<file path="config.mk">
export PLATFORM = sky130hd
export DESIGN_NAME = qrs_div
export DESIGN_NICKNAME = d
export VERILOG_FILES = /design/src/design/qrs_pkg.sv /design/src/design/qrs_div.sv
export SDC_FILE = /design/constraint.sdc
export NUM_CORES = 2
export LEC_CHECK = 0
export BUFFER_PORTS_ARGS = -buffer_cell sky130_fd_sc_hd__buf_2
export CAP_MARGIN = 20
export CORE_UTILIZATION = 46
export CTS_CLUSTER_SIZE = 40
export DETAILED_ROUTE_END_ITERATION = 6
export GPL_ROUTABILITY_DRIVEN = 0
export PLACE_DENSITY = 0.61
export SYNTH_ARGS = -nofsm -noshare
export SYNTH_HDL_FRONTEND = slang
export SYNTH_SLANG_ARGS = --single-unit
</file>
<file path="constraint.sdc">
create_clock -name clk -period 9.69 [get_ports clk]
set_input_delay 1.938 -clock clk [delete_from_list [all_inputs] [get_ports clk]]
set_output_delay 1.938 -clock clk [all_outputs]
set_load 0.02 [all_outputs]
</file>
<file path="src/design/qrs_pkg.sv">
// ============================================================================
// qrs_pkg
// Types, widths and codes shared by the quadratic root solver modules.
// ============================================================================
package qrs_pkg;

  // Coefficient width (signed fixed point, 8 fraction bits)
  localparam int COEF_W = 16;
  // Discriminant and square root widths
  localparam int D_W    = 64;
  localparam int SQ_W   = 32;
  localparam int SQ_STEPS = 2;
  localparam int SQ_STG   = SQ_W / SQ_STEPS;
  // Root output width (Q16.16)
  localparam int ROOT_W = 32;
  // -b * 2^8 as a signed value
  localparam int NB_W   = COEF_W + 9;
  // Numerator -b*2^8 +/- sqrt, signed
  localparam int NUM_W  = ((NB_W > SQ_W + 1) ? NB_W : SQ_W + 1) + 1;
  // Dividend magnitude |num| * 2^7, rounded up to whole divider stages
  localparam int QRAW   = ((COEF_W + 8 > SQ_W) ? COEF_W + 8 : SQ_W) + 8;
  localparam int DIV_STEPS = 2;
  localparam int QUO_W  = ((QRAW + DIV_STEPS - 1) / DIV_STEPS) * DIV_STEPS;
  localparam int DIV_STG = QUO_W / DIV_STEPS;

  // Root count codes
  localparam logic [1:0] CNT_NONE = 2'd0;
  localparam logic [1:0] CNT_ONE  = 2'd1;
  localparam logic [1:0] CNT_TWO  = 2'd2;

  typedef struct packed {
    logic signed [COEF_W-1:0] coef_a;
    logic signed [COEF_W-1:0] coef_b;
    logic signed [COEF_W-1:0] coef_c;
  } qrs_in_t;

  typedef struct packed {
    logic [1:0]               root_count;
    logic signed [ROOT_W-1:0] plus_root;
    logic signed [ROOT_W-1:0] minus_root;
    logic                     degenerate;
  } qrs_out_t;

endpackage

</file>
<file path="src/design/qrs_div.sv">
// ============================================================================
// qrs_div
// Pipelined unsigned restoring divider, DIV_STEPS quotient bits per stage.
// ============================================================================
module qrs_div (
  input  logic                       clk,
  input  logic                       rst_n,
  input  logic                       in_valid,
  input  logic [qrs_pkg::QUO_W-1:0]  in_num,
  input  logic [qrs_pkg::COEF_W-1:0] in_den,
  output logic                       out_valid,
  output logic [qrs_pkg::QUO_W-1:0]  out_quo
);
  import qrs_pkg::*;

  // per-stage registers
  logic              valid_r [DIV_STG];
  logic [QUO_W-1:0]  num_r   [DIV_STG];
  logic [QUO_W-1:0]  quo_r   [DIV_STG];
  logic [COEF_W-1:0] rem_r   [DIV_STG];
  logic [COEF_W-1:0] den_r   [DIV_STG];

  for (genvar s = 0; s < DIV_STG; s++) begin : g_stg
    logic              v_in;
    logic [QUO_W-1:0]  num_in, num_v, quo_in, quo_v;
    logic [COEF_W-1:0] rem_in, rem_v, den_in;
    logic [COEF_W:0]   trial;

    if (s == 0) begin : g_first
      assign v_in   = in_valid;
      assign num_in = in_num;
      assign quo_in = '0;
      assign rem_in = '0;
      assign den_in = in_den;
    end else begin : g_next
      assign v_in   = valid_r[s-1];
      assign num_in = num_r[s-1];
      assign quo_in = quo_r[s-1];
      assign rem_in = rem_r[s-1];
      assign den_in = den_r[s-1];
    end

    // restoring steps: shift in one dividend bit, subtract when it fits
    always_comb begin
      num_v = num_in;
      quo_v = quo_in;
      rem_v = rem_in;
      trial = '0;
      for (int k = 0; k < DIV_STEPS; k++) begin
        trial = {rem_v, num_v[QUO_W-1]};
        num_v = {num_v[QUO_W-2:0], 1'b0};
        if (trial >= {1'b0, den_in}) begin
          trial = trial - {1'b0, den_in};
          quo_v = {quo_v[QUO_W-2:0], 1'b1};
        end else begin
          quo_v = {quo_v[QUO_W-2:0], 1'b0};
        end
        rem_v = trial[COEF_W-1:0];
      end
    end

    always_ff @(posedge clk) begin
      if (!rst_n) begin
        valid_r[s] <= 1'b0;
      end else begin
        valid_r[s] <= v_in;
      end
    end

    always_ff @(posedge clk) begin
      num_r[s] <= num_v;
      quo_r[s] <= quo_v;
      rem_r[s] <= rem_v;
      den_r[s] <= den_in;
    end
  end

  assign out_valid = valid_r[DIV_STG-1];
  assign out_quo   = quo_r[DIV_STG-1];

endmodule

</file>
==> impl_metrics.ini <==
[floorplanning]
placementRows = 136
core_area_um2 = 137500
dieWidth_um = 374.4
top_level_ports = 100
die_area_um2 = 140100
effective_utilization_at_floorplan = 0.4639
die_height_um = 374.4

[sta]
finalMaxSlewViolations = 0
rsz0062_at_grt = false
period_minus_slack_ns = 6.405
timing_hold_violations_final = 0
final.setup.tns_ns = 0
maxSlewHeadroom = 0.3023
worst_hold_slack_ns = 0.3089
setup_violations = 0
min_period_over_period = 0.6610
max_freq_mhz = 156.1
worstMarginPinSlew_ns = 1.047
fin_skew_ns = 0.03360

[logic_synthesis]
synth.most_common_cell = sky130_fd_sc_hd__dfxtp_1
post_synth_net_total = 7035
synthDominantAreaCellType = sky130_fd_sc_hd__dfxtp_1
synth.top_cells.by_area = sky130_fd_sc_hd__dfxtp_1, sky130_fd_sc_hd__ha_1, sky130_fd_sc_hd__mux2_2
post_synth_most_frequent_cells = sky130_fd_sc_hd__dfxtp_1, sky130_fd_sc_hd__ha_1, sky130_fd_sc_hd__inv_1
ys_seq_area_frac = 0.4482
synth_enable_flop_cells = 0
syn-instance-count = 6312
ys_seq_elements = 1428
synth_area_um2 = 63780
number_of_warnings_printed_during_yosys_synthesis = 0
syn_area_per_cell_um2 = 10.10
synth_flop_cell = sky130_fd_sc_hd__dfxtp_1
synth_cell_types = 98
postSynth.asyncResetShare = 0
yosysTopAreaCellShare = 0.4482

[cells_and_area]
area.growth.synth_to_final_pct = 12.19
layout_cell_share_with_drive_strength_beyond_1 = 0.1228
finalNetCount = 7216

[detailed_routing]
drtPass1Iterations = 7
vias = 44534
post_drt_via_cell_ratio = 5.296
detail_route.wl_per_cell_um = 16.04
drt_first_iter_violations = 2493
route.detailed.drc = 2
wirelength_um = 134900
antenna_left = 0

[clock_tree]
clock_pin_slew_reported_for_the_worst_setup_and_hold_paths_after_clock_tree_synthesis_ns = 0.06
cts-root-to-sink-buffers = 3
cts_repair_resize_count = 0
numCtsBuffers = 148
cts_hold_buffers = 0
cts_root_buffer = sky130_fd_sc_hd__clkbuf_16
cts-htree-levels = 4
postCtsSetupBuffers = 0
cts_tree = yes
clkSinkCount = 1428
clock_insertion_delay_worst_skew_ns = 0.79

[worst_setup_path]
path_buf_inv = 5
worst_path_dominant_cell_family = compound AO/OA/AOI/OAI gates
timing.reg2reg.setup_slack_ns = 3.42
cp_slowest_cell = sky130_fd_sc_hd__nor3_1
cp-end-kind = flop
critPathLaunchType = input pin
regToRegEndpoint = rem_r[11][2]
worst_setup_path_endpoint = rem_r[0][3]
worstReg2RegStart = den_r[10][2]
startpoint = in_num[39]
worst_path_largest_cell_delay_ns = 0.73
cp.depth = 21
critical_path_peak_fanout = 10
reg2reg_depth = 20
crit_type = input pin to flop
cp_cell_sequence = buf_2 -> inv_1 -> ha_1 -> inv_1 -> ha_1 -> a21oi_1 -> or4_1 -> nor3_1 -> mux2_2 -> inv_1 -> ha_1 -> nor2b_1 -> o21ai_0 -> a21boi_1 -> o41ai_1 -> o21ai_1 -> a2111oi_0 -> o31ai_1 -> buf_4 -> or2_1 -> o31ai_1
cp.required_ns = 10.37
worst-endpoint-arrival_ns = 7.09

[global_routing]
antenna_found_initial = 8
grt_use_total = 0.1895
grt_remaining_overflow = 0
first_pass_grt_wire_length_um = 217900
grt_max_degree = 28
number_of_global_route_vias_before_repair = 43299

[placement]
portBuffers = 99
dpl.hpwl_um = 104100

[worst_hold_path]
holdCritStartpoint = num_r[6][25]
worst_hold_path_type = flop to flop
hold-path-cell-count = 0

[job]
cap_violations = 0

[status]
run_status = finished with violations
violations = DRC
cell families (layout without fill, tap and decap cells):
| family | Yosys count | in the layout | share of synthesized area |
|---|---|---|---|
| AOI/OAI and AO/OA | 1452 | 1452 | 0.1471 |
| DFF | 1428 | 1428 | 0.4482 |
| and+or+nand+nor | 1276 | 1276 | 0.09783 |
| adders and majority gates | 664 | 664 | 0.1347 |
| buffers and inverters | 630 | 932 | 0.03825 |
| xor gates and xnor gates | 455 | 455 | 0.06248 |
| muxes | 407 | 407 | 0.07137 |
| other | 0 | 1 | 0 |
cells in the final DEF (no fill, tap or decap), types with 24 or more instances in the layout:
cell type,count
sky130_fd_sc_hd__and3_1,39
sky130_fd_sc_hd__o31ai_1,28
sky130_fd_sc_hd__nand3_1,82
sky130_fd_sc_hd__xnor2_1,306
sky130_fd_sc_hd__ha_1,626
sky130_fd_sc_hd__xor2_1,149
sky130_fd_sc_hd__nor2_1,388
sky130_fd_sc_hd__dfxtp_1,1428
sky130_fd_sc_hd__clkbuf_1,29
sky130_fd_sc_hd__nand2_1,284
sky130_fd_sc_hd__and2_1,51
sky130_fd_sc_hd__nand2b_1,47
sky130_fd_sc_hd__a21o_1,157
sky130_fd_sc_hd__a21oi_1,464
sky130_fd_sc_hd__clkbuf_16,151
sky130_fd_sc_hd__o21bai_1,48
sky130_fd_sc_hd__fa_1,38
sky130_fd_sc_hd__nor2b_1,61
sky130_fd_sc_hd__nand4_1,89
sky130_fd_sc_hd__o31a_1,24
sky130_fd_sc_hd__nor3_1,95
sky130_fd_sc_hd__mux2i_1,40
sky130_fd_sc_hd__or3_1,25
sky130_fd_sc_hd__buf_2,99
sky130_fd_sc_hd__o21a_1,102
sky130_fd_sc_hd__a31oi_1,44
sky130_fd_sc_hd__inv_1,539
sky130_fd_sc_hd__a211oi_1,49
sky130_fd_sc_hd__nor4_1,33
sky130_fd_sc_hd__mux2_2,362
sky130_fd_sc_hd__o21ai_0,282
flip-flops by register name, indices dropped and copies added, names as in the netlist:
name and cells:
num_r 380, rem_r 304, den_r 304, valid_r 20, quo_r 420
worst register-to-register path: stages, from the launching register on:
cell                       delay, ns
sky130_fd_sc_hd__dfxtp_1        0.34
sky130_fd_sc_hd__inv_1          0.07
sky130_fd_sc_hd__ha_1           0.40
sky130_fd_sc_hd__o21a_1         0.15
sky130_fd_sc_hd__o31ai_1        0.11
sky130_fd_sc_hd__a31oi_1        0.49
sky130_fd_sc_hd__a21oi_1        0.16
sky130_fd_sc_hd__a21oi_1        0.24
sky130_fd_sc_hd__o22a_1         0.78
sky130_fd_sc_hd__nor2_1         0.09
sky130_fd_sc_hd__a21oi_1        0.31
sky130_fd_sc_hd__ha_1           0.33
sky130_fd_sc_hd__nor2b_1        0.15
sky130_fd_sc_hd__o31ai_1        0.40
sky130_fd_sc_hd__a21oi_1        0.23
sky130_fd_sc_hd__a221o_1        0.40
sky130_fd_sc_hd__a21oi_1        0.16
sky130_fd_sc_hd__nor2b_1        0.07
sky130_fd_sc_hd__o21ai_0        0.16
sky130_fd_sc_hd__o2111a_1       0.70
sky130_fd_sc_hd__mux2_2         0.42
final cells by class:
| class | instances | area, um2 |
|---|---|---|
| inverters | 544 | 2044 |
| clock buffers | 203 | 4204 |
| diodes | 1 | 2.502 |
| well taps | 1794 | 2245 |
| clock inverters | 68 | 1044 |
| fillers | 12417 | 65940 |
| multi-input cells | 4254 | 32790 |
| flip-flops and latches | 1428 | 28590 |
| repair buffers | 117 | 638.1 |
stage by stage:
step           utilization  instances  setup WS, ns  area, um2
5_1_grt             0.5204       8408         2.785      71550
6_report            0.5204       8409         3.285      71550
4_1_cts             0.5202       8406         3.055      71530
3_3_place_gp        0.4821       8135         2.609      66280
3_5_place_dp        0.4821       8135         2.526      66280
2_1_floorplan            -       6312         3.398      63780
routing by layer:
metal  routed length (um)  global-route usage  share of wire
met5                    0                   0              0
met4                 3930             0.06743          0.029
met3                 6083             0.03227          0.045
met2                61430              0.3092           0.46
met1                63400              0.2513           0.47
worst min path at each step:
| stage | endpoint | slack, ns |
|---|---|---|
| final | num_r[6][65] | 0.31 |
| after floorplan | num_r[0][40] | 0.31 |
| after CTS | num_r[6][73] | 0.31 |
| after global placement | num_r[1][74] | 0.31 |
| after detailed placement | quo_r[17][19] | 0.31 |
| after global routing | quo_r[17][13] | 0.32 |
Power is left out: the tool's default activity adds up to more than one toggle a clock period on the data nets, which glitch-free logic cannot reach.
